===== config.mk =====
export PLATFORM = sky130hd
export DESIGN_NAME = http_chunked_body_decoder_flat
export DESIGN_NICKNAME = d
export VERILOG_FILES = /design/src/rtl/hcbd_pkg.sv /design/src/rtl/hcbd_in_if.sv /design/src/rtl/hcbd_out_if.sv /design/src/rtl/http_chunked_body_decoder.sv /design/src/rtl/hcbd_parser.sv /design/src/rtl/hcbd_out_buf.sv /design/src/flat_wrapper.sv
export SDC_FILE = /design/constraint.sdc
export NUM_CORES = 1
export LEC_CHECK = 0
export BUFFER_PORTS_ARGS = -buffer_cell sky130_fd_sc_hd__buf_4
export CORE_MARGIN = 3
export CORE_UTILIZATION = 58
export CTS_BUF_LIST = sky130_fd_sc_hd__clkbuf_8
export DETAILED_ROUTE_END_ITERATION = 8
export GPL_TIMING_DRIVEN = 0
export HOLD_SLACK_MARGIN = 0.15
export PLACE_DENSITY = 0.79
export SYNTH_ARGS = -nofsm -noshare
export SYNTH_HDL_FRONTEND = slang
export SYNTH_HIERARCHICAL = 1
export SYNTH_SLANG_ARGS = --single-unit

===== constraint.sdc =====
create_clock -name clk_i -period 4.52 [get_ports clk_i]
set_input_delay 0.904 -clock clk_i [delete_from_list [all_inputs] [get_ports clk_i]]
set_output_delay 0.904 -clock clk_i [all_outputs]
set_load 0.01 [all_outputs]

===== src/rtl/hcbd_pkg.sv =====
// Package for the chunked body decoder: widths, characters, phase and error codes,
// result type and the hex digit decoder. No dependencies.
package hcbd_pkg;

  localparam int unsigned SizeWidth = 64;  // chunk size accumulator, 16..64
  localparam int unsigned LenWidth  = 64;  // decoded length counter
  localparam int unsigned ByteWidth = 8;

  localparam logic [ByteWidth-1:0] ChCr = 8'h0D;
  localparam logic [ByteWidth-1:0] ChLf = 8'h0A;

  typedef enum logic [2:0] {
    PhSize,
    PhSizeLf,
    PhData,
    PhDataLf,
    PhTrailer,
    PhTrailerLf
  } phase_e;

  typedef enum logic [1:0] {
    ErrNone     = 2'd0,
    ErrSizeLine = 2'd1,
    ErrFraming  = 2'd2
  } err_e;

  typedef struct packed {
    logic [ByteWidth-1:0] data_byte;
    logic                 data_valid;
    logic                 done_res;
    logic [1:0]           error_code;
    logic [LenWidth-1:0]  decoded_length;
  } result_t;

  typedef struct packed {
    logic    push;
    result_t res;
  } push_t;

  // {digit ok, digit value}
  function automatic logic [4:0] hex_value(input logic [ByteWidth-1:0] c);
    logic [4:0] r;
    r = '0;
    if (c >= 8'h30 && c <= 8'h39) begin
      r = {1'b1, 4'(c - 8'h30)};
    end else if (c >= 8'h61 && c <= 8'h66) begin
      r = {1'b1, 4'(c - 8'h57)};
    end else if (c >= 8'h41 && c <= 8'h46) begin
      r = {1'b1, 4'(c - 8'h37)};
    end
    return r;
  endfunction

endpackage


===== src/rtl/hcbd_in_if.sv =====
// Input channel of the chunked body decoder: one received byte per transaction.
// Depends on hcbd_pkg.
interface hcbd_in_if;
  logic                           valid;
  logic                           ready;
  logic [hcbd_pkg::ByteWidth-1:0] byte_in;
  logic                           in_body;

  modport source (output valid, output byte_in, output in_body, input ready);
  modport sink   (input valid, input byte_in, input in_body, output ready);
endinterface


===== src/rtl/hcbd_out_if.sv =====
// Output channel of the chunked body decoder: one result per transaction.
// Depends on hcbd_pkg.
interface hcbd_out_if;
  logic                           valid;
  logic                           ready;
  logic [hcbd_pkg::ByteWidth-1:0] data_byte;
  logic                           data_valid;
  logic                           done_res;
  logic [1:0]                     error_code;
  logic [hcbd_pkg::LenWidth-1:0]  decoded_length;

  modport source (output valid, output data_byte, output data_valid, output done_res,
                  output error_code, output decoded_length, input ready);
  modport sink   (input valid, input data_byte, input data_valid, input done_res,
                  input error_code, input decoded_length, output ready);
endinterface


===== src/rtl/http_chunked_body_decoder.sv =====
// Top level of the HTTP/1.1 chunked body decoder.
// Depends on hcbd_pkg, hcbd_in_if, hcbd_out_if, hcbd_parser and hcbd_out_buf.
//
//   channel | dir | payload                                              | transaction
//   --------+-----+------------------------------------------------------+------------------
//   in_i    | in  | byte_in[7:0], in_body                                | valid && ready
//   out_o   | out | data_byte[7:0], data_valid, done_res, error_code[1:0],| valid && ready
//           |     | decoded_length[63:0]                                 |
//
// One byte per cycle while the buffer has room: each input transaction updates the
// parser state in the cycle it is taken, and its result is registered in the buffer for out_o.
// The parser loop is combinational; its 64-bit decrement and increment set the path.
// A two-entry result buffer keeps input flowing while out_o stalls; in_i.ready
// drops only when both entries hold untaken results.
// rst_ni clears the parser and the buffer asynchronously; no clearing pass.
module http_chunked_body_decoder (
  input  logic        clk_i,
  input  logic        rst_ni,
  hcbd_in_if.sink     in_i,
  hcbd_out_if.source  out_o
);
  import hcbd_pkg::*;

  logic    buf_ready;
  logic    accept;
  result_t res;
  push_t   wr;

  // Take a byte whenever the result buffer has a free entry.
  assign in_i.ready = buf_ready;
  assign accept     = in_i.valid && buf_ready;

  // Advance the framing state for the accepted byte; a header byte resets it.
  hcbd_parser u_parser (
    .clk_i     (clk_i),
    .rst_ni    (rst_ni),
    .accept_i  (accept),
    .byte_i    (in_i.byte_in),
    .in_body_i (in_i.in_body),
    .res_o     (res)
  );

  // Every accepted byte yields exactly one result.
  assign wr.push = accept;
  assign wr.res  = res;

  // Hold results until the downstream side takes them.
  hcbd_out_buf u_out_buf (
    .clk_i   (clk_i),
    .rst_ni  (rst_ni),
    .wr_i    (wr),
    .ready_o (buf_ready),
    .out_o   (out_o)
  );

endmodule


===== src/rtl/hcbd_parser.sv =====
// Chunked framing parser: state registers and the per-byte next-state logic.
// Depends on hcbd_pkg.
module hcbd_parser (
  input  logic                           clk_i,
  input  logic                           rst_ni,
  input  logic                           accept_i,
  input  logic [hcbd_pkg::ByteWidth-1:0] byte_i,
  input  logic                           in_body_i,
  output hcbd_pkg::result_t              res_o
);
  import hcbd_pkg::*;

  phase_e               phase_q, phase_d;
  logic [SizeWidth-1:0] acc_q, acc_d;
  logic [SizeWidth-1:0] rem_q, rem_d;
  logic [LenWidth-1:0]  cnt_q, cnt_d;
  err_e                 err_q, err_d;
  logic                 fin_q, fin_d;
  logic [4:0]           hex;
  logic                 pay;

  always_comb begin
    phase_d = phase_q;
    acc_d   = acc_q;
    rem_d   = rem_q;
    cnt_d   = cnt_q;
    err_d   = err_q;
    fin_d   = fin_q;
    pay     = 1'b0;
    hex     = hex_value(byte_i);
    if (!in_body_i) begin
      phase_d = PhSize;
      acc_d   = '0;
      rem_d   = '0;
      cnt_d   = '0;
      err_d   = ErrNone;
      fin_d   = 1'b0;
    end else if (err_q == ErrNone && !fin_q) begin
      case (phase_q)
        PhSize: begin
          if (byte_i == ChCr) begin
            phase_d = PhSizeLf;
          end else if (!hex[4] || acc_q[SizeWidth-1 -: 4] != 4'd0) begin
            err_d = ErrSizeLine;
          end else begin
            acc_d = {acc_q[SizeWidth-5:0], hex[3:0]};
            rem_d = SizeWidth'(1);
          end
        end
        PhSizeLf: begin
          if (byte_i != ChLf || rem_q == '0) begin
            err_d = ErrSizeLine;
          end else if (acc_q == '0) begin
            rem_d   = '0;
            phase_d = PhTrailer;
          end else begin
            rem_d   = acc_q;
            acc_d   = '0;
            phase_d = PhData;
          end
        end
        PhData: begin
          if (rem_q != '0) begin
            rem_d = rem_q - SizeWidth'(1);
            cnt_d = cnt_q + LenWidth'(1);
            pay   = 1'b1;
          end else if (byte_i == ChCr) begin
            phase_d = PhDataLf;
          end else begin
            err_d = ErrFraming;
          end
        end
        PhDataLf: begin
          if (byte_i != ChLf) begin
            err_d = ErrFraming;
          end else begin
            acc_d   = '0;
            rem_d   = '0;
            phase_d = PhSize;
          end
        end
        PhTrailer: begin
          if (byte_i == ChCr) begin
            phase_d = PhTrailerLf;
          end else begin
            rem_d = SizeWidth'(1);
          end
        end
        PhTrailerLf: begin
          if (byte_i == ChLf) begin
            if (rem_q == '0) begin
              fin_d = 1'b1;
            end
            rem_d   = '0;
            phase_d = PhTrailer;
          end else begin
            rem_d = SizeWidth'(1);
            if (byte_i != ChCr) begin
              phase_d = PhTrailer;
            end
          end
        end
        default: begin
          phase_d = PhSize;
        end
      endcase
    end

    res_o.data_byte      = pay ? byte_i : '0;
    res_o.data_valid     = pay;
    res_o.done_res       = fin_d;
    res_o.error_code     = err_d;
    res_o.decoded_length = cnt_d;
  end

  always_ff @(posedge clk_i or negedge rst_ni) begin
    if (!rst_ni) begin
      phase_q <= PhSize;
      acc_q   <= '0;
      rem_q   <= '0;
      cnt_q   <= '0;
      err_q   <= ErrNone;
      fin_q   <= 1'b0;
    end else if (accept_i) begin
      phase_q <= phase_d;
      acc_q   <= acc_d;
      rem_q   <= rem_d;
      cnt_q   <= cnt_d;
      err_q   <= err_d;
      fin_q   <= fin_d;
    end
  end

endmodule


===== src/rtl/hcbd_out_buf.sv =====
// Two-entry result buffer that parts the parser from the output channel.
// Depends on hcbd_pkg and hcbd_out_if.
module hcbd_out_buf (
  input  logic                clk_i,
  input  logic                rst_ni,
  input  hcbd_pkg::push_t     wr_i,
  output logic                ready_o,
  hcbd_out_if.source          out_o
);
  import hcbd_pkg::*;

  result_t    mem_q [2];
  logic       wr_ptr_q, rd_ptr_q;
  logic [1:0] cnt_q, cnt_d;
  logic       pop;
  result_t    head;

  assign ready_o = (cnt_q != 2'd2);
  assign pop     = (cnt_q != 2'd0) && out_o.ready;
  assign head    = mem_q[rd_ptr_q];

  assign out_o.valid          = (cnt_q != 2'd0);
  assign out_o.data_byte      = head.data_byte;
  assign out_o.data_valid     = head.data_valid;
  assign out_o.done_res       = head.done_res;
  assign out_o.error_code     = head.error_code;
  assign out_o.decoded_length = head.decoded_length;

  always_comb begin
    cnt_d = cnt_q;
    if (wr_i.push && !pop) begin
      cnt_d = cnt_q + 2'd1;
    end else if (!wr_i.push && pop) begin
      cnt_d = cnt_q - 2'd1;
    end
  end

  always_ff @(posedge clk_i or negedge rst_ni) begin
    if (!rst_ni) begin
      wr_ptr_q <= 1'b0;
      rd_ptr_q <= 1'b0;
      cnt_q    <= 2'd0;
    end else begin
      cnt_q <= cnt_d;
      if (wr_i.push) begin
        wr_ptr_q <= ~wr_ptr_q;
      end
      if (pop) begin
        rd_ptr_q <= ~rd_ptr_q;
      end
    end
  end

  always_ff @(posedge clk_i) begin
    if (wr_i.push) begin
      mem_q[wr_ptr_q] <= wr_i.res;
    end
  end

endmodule


===== src/flat_wrapper.sv =====
// flat-port wrapper written by rule: the top's interface ports become plain ports
module http_chunked_body_decoder_flat import hcbd_pkg::*;
  (clk_i, rst_ni, in_i_valid, in_i_byte_in, in_i_in_body, in_i_ready, out_o_valid, out_o_data_byte, out_o_data_valid, out_o_done_res, out_o_error_code, out_o_decoded_length, out_o_ready);
  hcbd_in_if in_i_i ();
  hcbd_out_if out_o_i ();
  input  logic clk_i;
  input  logic rst_ni;
  input wire logic [$bits(in_i_i.valid)-1:0] in_i_valid;
  input wire logic [$bits(in_i_i.byte_in)-1:0] in_i_byte_in;
  input wire logic [$bits(in_i_i.in_body)-1:0] in_i_in_body;
  output wire logic [$bits(in_i_i.ready)-1:0] in_i_ready;
  output wire logic [$bits(out_o_i.valid)-1:0] out_o_valid;
  output wire logic [$bits(out_o_i.data_byte)-1:0] out_o_data_byte;
  output wire logic [$bits(out_o_i.data_valid)-1:0] out_o_data_valid;
  output wire logic [$bits(out_o_i.done_res)-1:0] out_o_done_res;
  output wire logic [$bits(out_o_i.error_code)-1:0] out_o_error_code;
  output wire logic [$bits(out_o_i.decoded_length)-1:0] out_o_decoded_length;
  input wire logic [$bits(out_o_i.ready)-1:0] out_o_ready;
  assign in_i_i.valid = in_i_valid;
  assign in_i_i.byte_in = in_i_byte_in;
  assign in_i_i.in_body = in_i_in_body;
  assign in_i_ready = in_i_i.ready;
  assign out_o_valid = out_o_i.valid;
  assign out_o_data_byte = out_o_i.data_byte;
  assign out_o_data_valid = out_o_i.data_valid;
  assign out_o_done_res = out_o_i.done_res;
  assign out_o_error_code = out_o_i.error_code;
  assign out_o_decoded_length = out_o_i.decoded_length;
  assign out_o_i.ready = out_o_ready;
  http_chunked_body_decoder u_core (.clk_i(clk_i), .rst_ni(rst_ni), .in_i(in_i_i), .out_o(out_o_i));
endmodule

Yosys cells after proc, flatten, opt, wreduce, memory -nomap -nowiden. Memory sizes are Yosys's and may differ from the RTL's. Cells that the tools add are included.

Register bits after elaboration: 202. Bits in writable memories: 152. Input port bits: 13. Output and inout port bits: 78. Logic and storage cells: 135. Memories: 1.

Add/subtract/negate cells: 7. $lt $le $gt $ge: 6. Equality and inequality tests: 25. Mux-type cells: 60. Bitwise gates (word level): 2. Reduce and logical (&&, ||, !) cells: 25.

Memories: u_core.u_out_buf.mem_q (depth 2, bits a word 76, read ports 1, clocked after Yosys merged registers in 0, write ports 1, line hcbd_out_buf.sv:12) `result_t mem_q [2];`.

Operators by type and width (count): $mux W64 (19); $pmux W64 S6 (1); $pmux W64 S3 (1); $logic_not A64 Y1 (2); $add A64 B1 Y64 const B (1); $reduce_bool A64 Y1 (1); $sub A64 B1 Y64 const B (1); $mux W3 (11); $ne A3 B3 Y1 const B (11); $mux W2 (10); $pmux W3 S6 (1); $reduce_and A9 Y1 (2); $eq A8 B4 Y1 const B (2); $ge A8 B7 Y1 const B (2); $le A8 B7 Y1 const B (2); $ne A8 B4 Y1 const B (2); $mux W5 (3); $mux W1 (12); $ge A8 B6 Y1 const B (1); $le A8 B6 Y1 const B (1); $logic_and A1 B1 Y1 (8); $mux W8 (1); $pmux W2 S4 (1); $reduce_and A8 Y1 (1); 19 further kinds (28).

Depth between registers and ports, before layout. Gate-level depths: netlist of the first run.

Depth after elaboration: 12. Gate-level depth with buffers: 11. Depth with buffers taken out: 9.

Cells and area by module. Netlist of the first run, hierarchy kept.

By module, submodules not included: hcbd_parser (instances 1, cells an instance 1466, area each 12324.3 um^2, sequential area each 4954.8 um^2); hcbd_out_buf (instances 1, cells an instance 253, area each 5809.3 um^2, sequential area each 4664.5 um^2); http_chunked_body_decoder (instances 1, cells an instance 1, area each 6.3 um^2, sequential area each 0.0 um^2).

Least setup slack after synthesis of the first run. Ideal clock, no wire load.

Path type: input -> register. From: input in_i_valid. To: memory u_core/u_out_buf/mem_q[0][0] (netlist name), enable pin. Library setup time: 0.520 ns. Data arrival time: 4.587 ns. Data required time: 4.000 ns. Setup slack: -0.586 ns. Stages on the path: 2. Path buffers: 0. Path through: and2_1 nor2b_1.

Longest elaborated chain between the ends: 3.

Ends and longest elaborated chain: from (decl) (line flat_wrapper.sv:8) `input wire logic [$bits(in_i_i.valid)-1:0] in_i_valid;`; $logic_and A1 B1 Y1 (line http_chunked_body_decoder.sv:31) `assign accept = in_i.valid && buf_ready;`; $mux W1 (line hcbd_out_buf.sv:55) `if (wr_i.push) begin`; $mux W1 (not written as such) (line hcbd_out_buf.sv:56) `mem_q[wr_ptr_q] <= wr_i.res;`; to (decl) (line hcbd_out_buf.sv:12).

No other way between the ends.

==> flow_summary.yaml, run 1 <==
logic_synthesis:
  synth_cell_types: 71
  synth_edf_count: 152
  yosysSeqAreaShare: 0.530
  synth.ff_latch_count: 354
  ys_warn_count: 6
  syn_avg_cell_area_sq_um: 10.5
  synth_nets: 1741
  synth-async-reset-ratio: 0.571
  yosys_most_used_dff: "dfrtp_1"
  synthCells: 1720
  netlist_area_sq_um: 18100
cells_and_area:
  final_common_cell: "dfrtp_1"
  final_cell_area_sq_um: 20600
  final_cells: 2315
  utilization: 0.671
  finalNetCount: 1895
  final_cell_mix: "dfrtp_1 (202), nor2_1 (164), edfxtp_1 (152)"
  diodes: 0
  drive_gt1_frac: 0.158
  area_growth_pct: 13.4
power:
  pwr_density_cell_nw_per_um2: 472
  p_switching_mw: 3.15
  p_total_mw: 9.71
  power_frac_comb: 0.305
  power.leakage_nw: 8.24
  clkPwrFrac: 0.278
  p_sw_frac: 0.324
  ir_drop_mv: 0.282
  pwr-share-seq: 0.417
  p_int_mw: 6.56
clock_tree:
  worstSkewPairLatency_ns: 0.61
  clockBufferDepth: 3
  htree_levels: 2
  numCtsBuffers: 56
  cts.sinks: 354
  cts_tree: "done"
  ctsHoldBuffers: 0
  cts_resized: 0
  cts.clk_slew.worst_paths_ns: 0.06
  post_cts_buffers: 0
  cts_root_buf: "clkbuf_8"
place:
  dp_cells: 2212
  dpl-instance-area_sq_um: 19500
  gp_congestion: 0.991
  port_buffers: 90
  dp.final_hpwl_um: 36300
routing:
  wire_per_inst_um: 22.4
  via_per_inst: 6.58
  drcViolationCount: 0
  drt_iter0_drc: 1749
  final_antenna_net_count: 0
  wirelength_um: 51800
  first_pass_iters: 5
  vias: 15200
die:
  rows: 64
  start_util: 0.591
  core_area_sq_um: 30700
  die_h_um: 183
  io_pins: 91
  die_w_um: 183
  dieArea_sq_um: 33400
timing:
  timing.fmax_mhz: 240
  drv_slew: 0
  finalSetupViolations: 0
  fin_crit_ns: 4.17
  finalHoldViolations: 0
  worstMarginPinSlew_ns: 1.34
  max-slew-margin-rel: 0.101
  fin_skew_ns: 0.0483
  rsz0062_at_grt: "false"
  period_share: 0.922
critical_path:
  critical_path.max_fanout: 10
  ff2ff_path_depth: 7
  worstPathArrival_ns: 4.46
  r2r-end: "u_core/u_out_buf/mem_q[0][71]"
  path_class: "reg2reg"
  critPathCaptureType: "register"
  r2r_slack_ns: 0.35
  r2r_start: "u_core/u_parser/rem_q[4]"
  cp.required_ns: 4.81
  start_kind: "register"
grt:
  grt_pass1_wl_um: 82200
  overflow: 0
  track_usage: 0.307
  antenna_found_initial: 0
  grt_pass1_vias: 15000
  grt_max_degree: 118
status:
  status: "complete, no violations"
min_path:
  min_path_type: "in2async"
job:
  drv_cap: 0
-- cell families (layout without fill, tap and decap cells) --
family          count (synthesis)  in the layout  synth area share
simple gates                  653            653             0.185
compound gates                379            379             0.143
flops                         354            354             0.530
buf+inv                       159            358            0.0375
mux                            93             93            0.0631
xor+xnor                       74             74            0.0357
fa+ha+maj                       8              8           0.00552
-- power groups by stage --
stage	Sequential, mW	Clock (mW)	Combinational (mW)
floorplan	4.07	0	1.80
global placement	4.11	0	2.84
detailed placement	4.11	0	2.94
CTS	4.05	2.75	2.96
global route	4.09	2.90	3.16
finish	4.05	2.70	2.96
-- sequential cells by signal, indices dropped and copies added, names as in the netlist --
register	count
u_core/u_parser/fin_q	1
u_core/u_out_buf/mem_q	152
u_core/u_parser/cnt_q	64
u_core/u_out_buf/wr_ptr_q	1
u_core/u_out_buf/rd_ptr_q	1
u_core/u_out_buf/cnt_q	2
u_core/u_parser/acc_q	64
u_core/u_parser/phase_q	3
u_core/u_parser/err_q	2
u_core/u_parser/rem_q	64
-- how the worst max path moves through the flow --
| stage | startpoint | endpoint | slack (ns) |
|---|---|---|---|
| after CTS | u_core/u_parser/rem_q[0] | u_core/u_out_buf/mem_q[0][71] | 0.51 |
| after detailed placement | u_core/u_parser/rem_q[0] | u_core/u_out_buf/mem_q[0][71] | 0.58 |
| after global placement | in_i_valid | u_core/u_out_buf/mem_q[0][14] | -0.58 |
| after global routing | u_core/u_parser/rem_q[13] | u_core/u_out_buf/mem_q[0][71] | 0.36 |
| after floorplan | in_i_valid | u_core/u_out_buf/mem_q[0][0] | 0.86 |
| final | u_core/u_parser/rem_q[4] | u_core/u_out_buf/mem_q[0][71] | 0.35 |
-- stage by stage --
stage                     hold WS, ns  TNS (ns)  setup slack (ns)
after CTS                       0.321         0             0.510
after global routing            0.331         0             0.361
after floorplan                 0.456         0             0.864
final                           0.292         0             0.351
after global placement          0.479    -58.69            -0.576
after detailed placement        0.482         0             0.584
-- worst max-delay path: stages, from the launching register on --
cell,delay [ns]
dfrtp_1,0.44
or4_1,0.60
or4b_1,0.54
nor4_2,0.92
a21oi_2,0.29
clkbuf_1,0.35
clkbuf_1,0.37
and3_1,0.37
-- metal layers --
metal | global-route usage | vias up | wire length [um]
met4 | 0.114 | 0 | 1890
li1 | - | 6803 | -
met3 | 0.0601 | 153 | 5190
met1 | 0.433 | 7446 | 20900
met2 | 0.478 | 832 | 23900
met5 | 0 | - | 0
-- cell type report --
cell class	instances	area, sq um
Clock inverter	36	199
Fill cell	2385	10100
Buffer	132	579
Tap cell	396	495
Timing Repair Buffer	96	797
Clock buffer	67	922
Inverter	27	101
Sequential cell	354	9620
Multi-Input combinational cell	1207	7860
-- synthesized netlist by cell type (4+ instances only) --
cell type    n  area (sq um)
a21oi_1     61           305
a22o_1      63           552
a22oi_1     25           188
a31oi_1      5          31.3
a32oi_1     23           201
and2_1      10          62.6
and3_1      21           131
and4_1      10          87.6
buf_1        5          18.8
buf_2       19          95.1
clkbuf_1   100           375
dfrtp_1    202          5050
edfxtp_1   152          4560
ha_1         8           100
inv_1       27           101
mux2_2      50           563
mux2_4      30           450
mux2i_1     12           120
nand2_1    120           450
nand2b_1     6          37.5
nand3_1     93           465
nand3b_1     4          30.0
nand4_1     46           288
nand4b_1     5          43.8
nor2_1     164           616
nor2b_1      4          25.0
nor3_1      55           275
nor4_1      52           325
o211ai_1     6          45.0
o21ai_0    118           591
o221ai_1    11          96.3
o2bb2ai_1   13           114
o311ai_0    23           201
or2_2        7          43.8
or3_1       15          93.8
or4_1       19           143
xnor2_1     33           289
xor2_1      41           359
Note: power is estimated with default switching activity, not from simulation.
==> inputs of run 2 (changes only) <==
- REMOVE_ABC_BUFFERS: unset -> 1
==> flow_summary.yaml, run 2 (synthesis gave the netlist of run 1 again) <==
status:
  status: "complete, no violations"
routing:
  drt_iter0_drc: 1647
  final_antenna_net_count: 0
  via_per_inst: 6.76
  wire_per_inst_um: 21.3
  drcViolationCount: 0
  wirelength_um: 46800
  vias: 14900
  first_pass_iters: 8
power:
  p_int_mw: 6.57
  clkPwrFrac: 0.288
  pwr_density_cell_nw_per_um2: 473
  p_sw_frac: 0.316
  power_frac_comb: 0.284
  power.leakage_nw: 8.12
  pwr-share-seq: 0.428
  p_switching_mw: 3.03
  ir_drop_mv: 0.359
clock_tree:
  cts_root_buf: "clkbuf_8"
  numCtsBuffers: 57
  cts.clk_slew.worst_paths_ns: 0.06
  worstSkewPairLatency_ns: 0.59
  clockBufferDepth: 3
  cts_tree: "done"
  cts.sinks: 354
  htree_levels: 2
critical_path:
  critical_path.max_fanout: 64
  cp.required_ns: 4.98
  crit_end: "u_core/u_parser/acc_q[0]"
  ff2ff_path_depth: 7
  startpoint: "u_core/u_parser/rem_q[13]"
  r2r_slack_ns: 0.31
  crit_path_top_delay_cell: "nand2_2"
  worstPathArrival_ns: 4.67
  path_class: "reg2reg"
  cpPeakStageDelay_ns: 1.00
  start_kind: "register"
  r2r_start: "u_core/u_parser/rem_q[13]"
  cpMostUsedCell: "nor4_1"
  crit_chain: "nor4_1 -> nand2b_1 -> nor4_1 -> and4_1 -> a41oi_1 -> nand2_2 -> mux2_2"
  r2r-end: "u_core/u_parser/acc_q[0]"
  critPathCaptureType: "register"
job:
  drv_cap: 0
die:
  die_w_um: 183
  start_util: 0.591
  io_pins: 91
  rows: 64
  dieArea_sq_um: 33400
  die_h_um: 183
  core_area_sq_um: 30700
grt:
  antenna_found_initial: 0
  grt_pass1_vias: 14300
  grt_pass1_wl_um: 74700
  grt_max_degree: 112
  track_usage: 0.272
  overflow: 0
timing:
  max-slew-margin-rel: 0.0632
  setup_tns_ns: 0
  drv_slew: 0
  fin_skew_ns: 0.0188
  rsz0062_at_grt: "false"
  finalSetupViolations: 0
  worstMarginPinSlew_ns: 1.40
  period_share: 0.932
  fin_crit_ns: 4.21
  finalHoldViolations: 0
  timing.fmax_mhz: 237
cells_and_area:
  largest_reg_flops: 152
  regMostFlops: "u_core/u_out_buf/mem_q"
  final_cell_mix: "dfrtp_1 (201), nor2_1 (163), edfxtp_1 (152)"
  final_common_cell: "dfrtp_1"
  final_cells: 2198
  diodes: 0
  fill_cells: 2300
  final_cell_area_sq_um: 20300
  area_growth_pct: 11.8
  finalNetCount: 1778
  multi_input_area_sq_um: 7900
  drive_gt1_frac: 0.167
  seq_area_sq_um: 9620
  utilization: 0.661
place:
  dp.final_hpwl_um: 30100
  gp_congestion: 0.934
  port_buffers: 90
  dpl-instance-area_sq_um: 19100
  dp_cells: 2093
min_path:
  min_path_type: "reg2reg"
  min_path_cells: 1
run 2: cell types whose count changed in the layout (fill, tap and decap cells not counted), moves of 3 or more:
cell      previous run  this run
clkbuf_1           100         0
buf_2               19         0
buf_1                5         0
buf_6                3         8
inv_1               47        42
buf_16               2         5
buf_8                4         1
run 2: how the worst min path moves through the flow:
stage	endpoint	startpoint
after floorplan	u_core/u_out_buf/wr_ptr_q	u_core/u_out_buf/wr_ptr_q
after global placement	u_core/u_out_buf/wr_ptr_q	u_core/u_out_buf/wr_ptr_q
after detailed placement	u_core/u_out_buf/cnt_q[1]	u_core/u_out_buf/cnt_q[1]
after CTS	u_core/u_out_buf/cnt_q[1]	u_core/u_out_buf/cnt_q[1]
after global routing	u_core/u_out_buf/cnt_q[1]	u_core/u_out_buf/cnt_q[1]
final	u_core/u_out_buf/cnt_q[1]	u_core/u_out_buf/cnt_q[1]
run 2: power by group through the flow:
stage / Clock (mW) / Combinational (mW) / Sequential [mW]
5_1_grt: 2.96 / 2.92 / 4.15
6_report: 2.76 / 2.73 / 4.11
3_3_place_gp: 0 / 2.55 / 4.29
4_1_cts: 2.81 / 2.73 / 4.11
3_5_place_dp: 0 / 2.71 / 4.17
2_1_floorplan: 0 / 1.60 / 4.19
run 2: layout make-up:
cell class                      instances  area share
Sequential cell                       354       0.474
Tap cell                              396      0.0244
Timing Repair Buffer                  110      0.0495
Clock buffer                           67      0.0455
Clock inverter                         37      0.0115
Multi-Input combinational cell       1207       0.390
Inverter                               27     0.00512
run 2: critical path: cells and delay by family, from the launching register on:
kind / cells / cell delay [ns]
AND/OR/NAND/NOR: 5 / 2.96
multiplexers: 1 / 0.44
flip-flops: 1 / 0.41
AO/OA/AOI/OAI: 1 / 0.27
run 2: per-layer routing:
layer	wire length (um)	GRT usage	share of wire
met5	0	0	0
met4	1860	0.116	0.040
met3	4300	0.0454	0.092
met2	22600	0.443	0.48
met1	18100	0.364	0.39
run 2: timing repair:
item                                    CTS  global route
hold buffers                              1             0
resized for setup                         0             2
hold endpoints to repair                 17             0
buffers inserted                          0             0
endpoints found under the setup margin    0            49
run 2: through the flow:
stage	hold WS, ns	setup slack [ns]	total power, mW
2_1_floorplan	0.453	-1.83	5.79
3_3_place_gp	0.466	-5.26	6.84
3_5_place_dp	0.486	-0.154	6.88
4_1_cts	0.495	0.0801	9.66
5_1_grt	0.513	0.0126	10.0
6_report	0.493	0.307	9.60
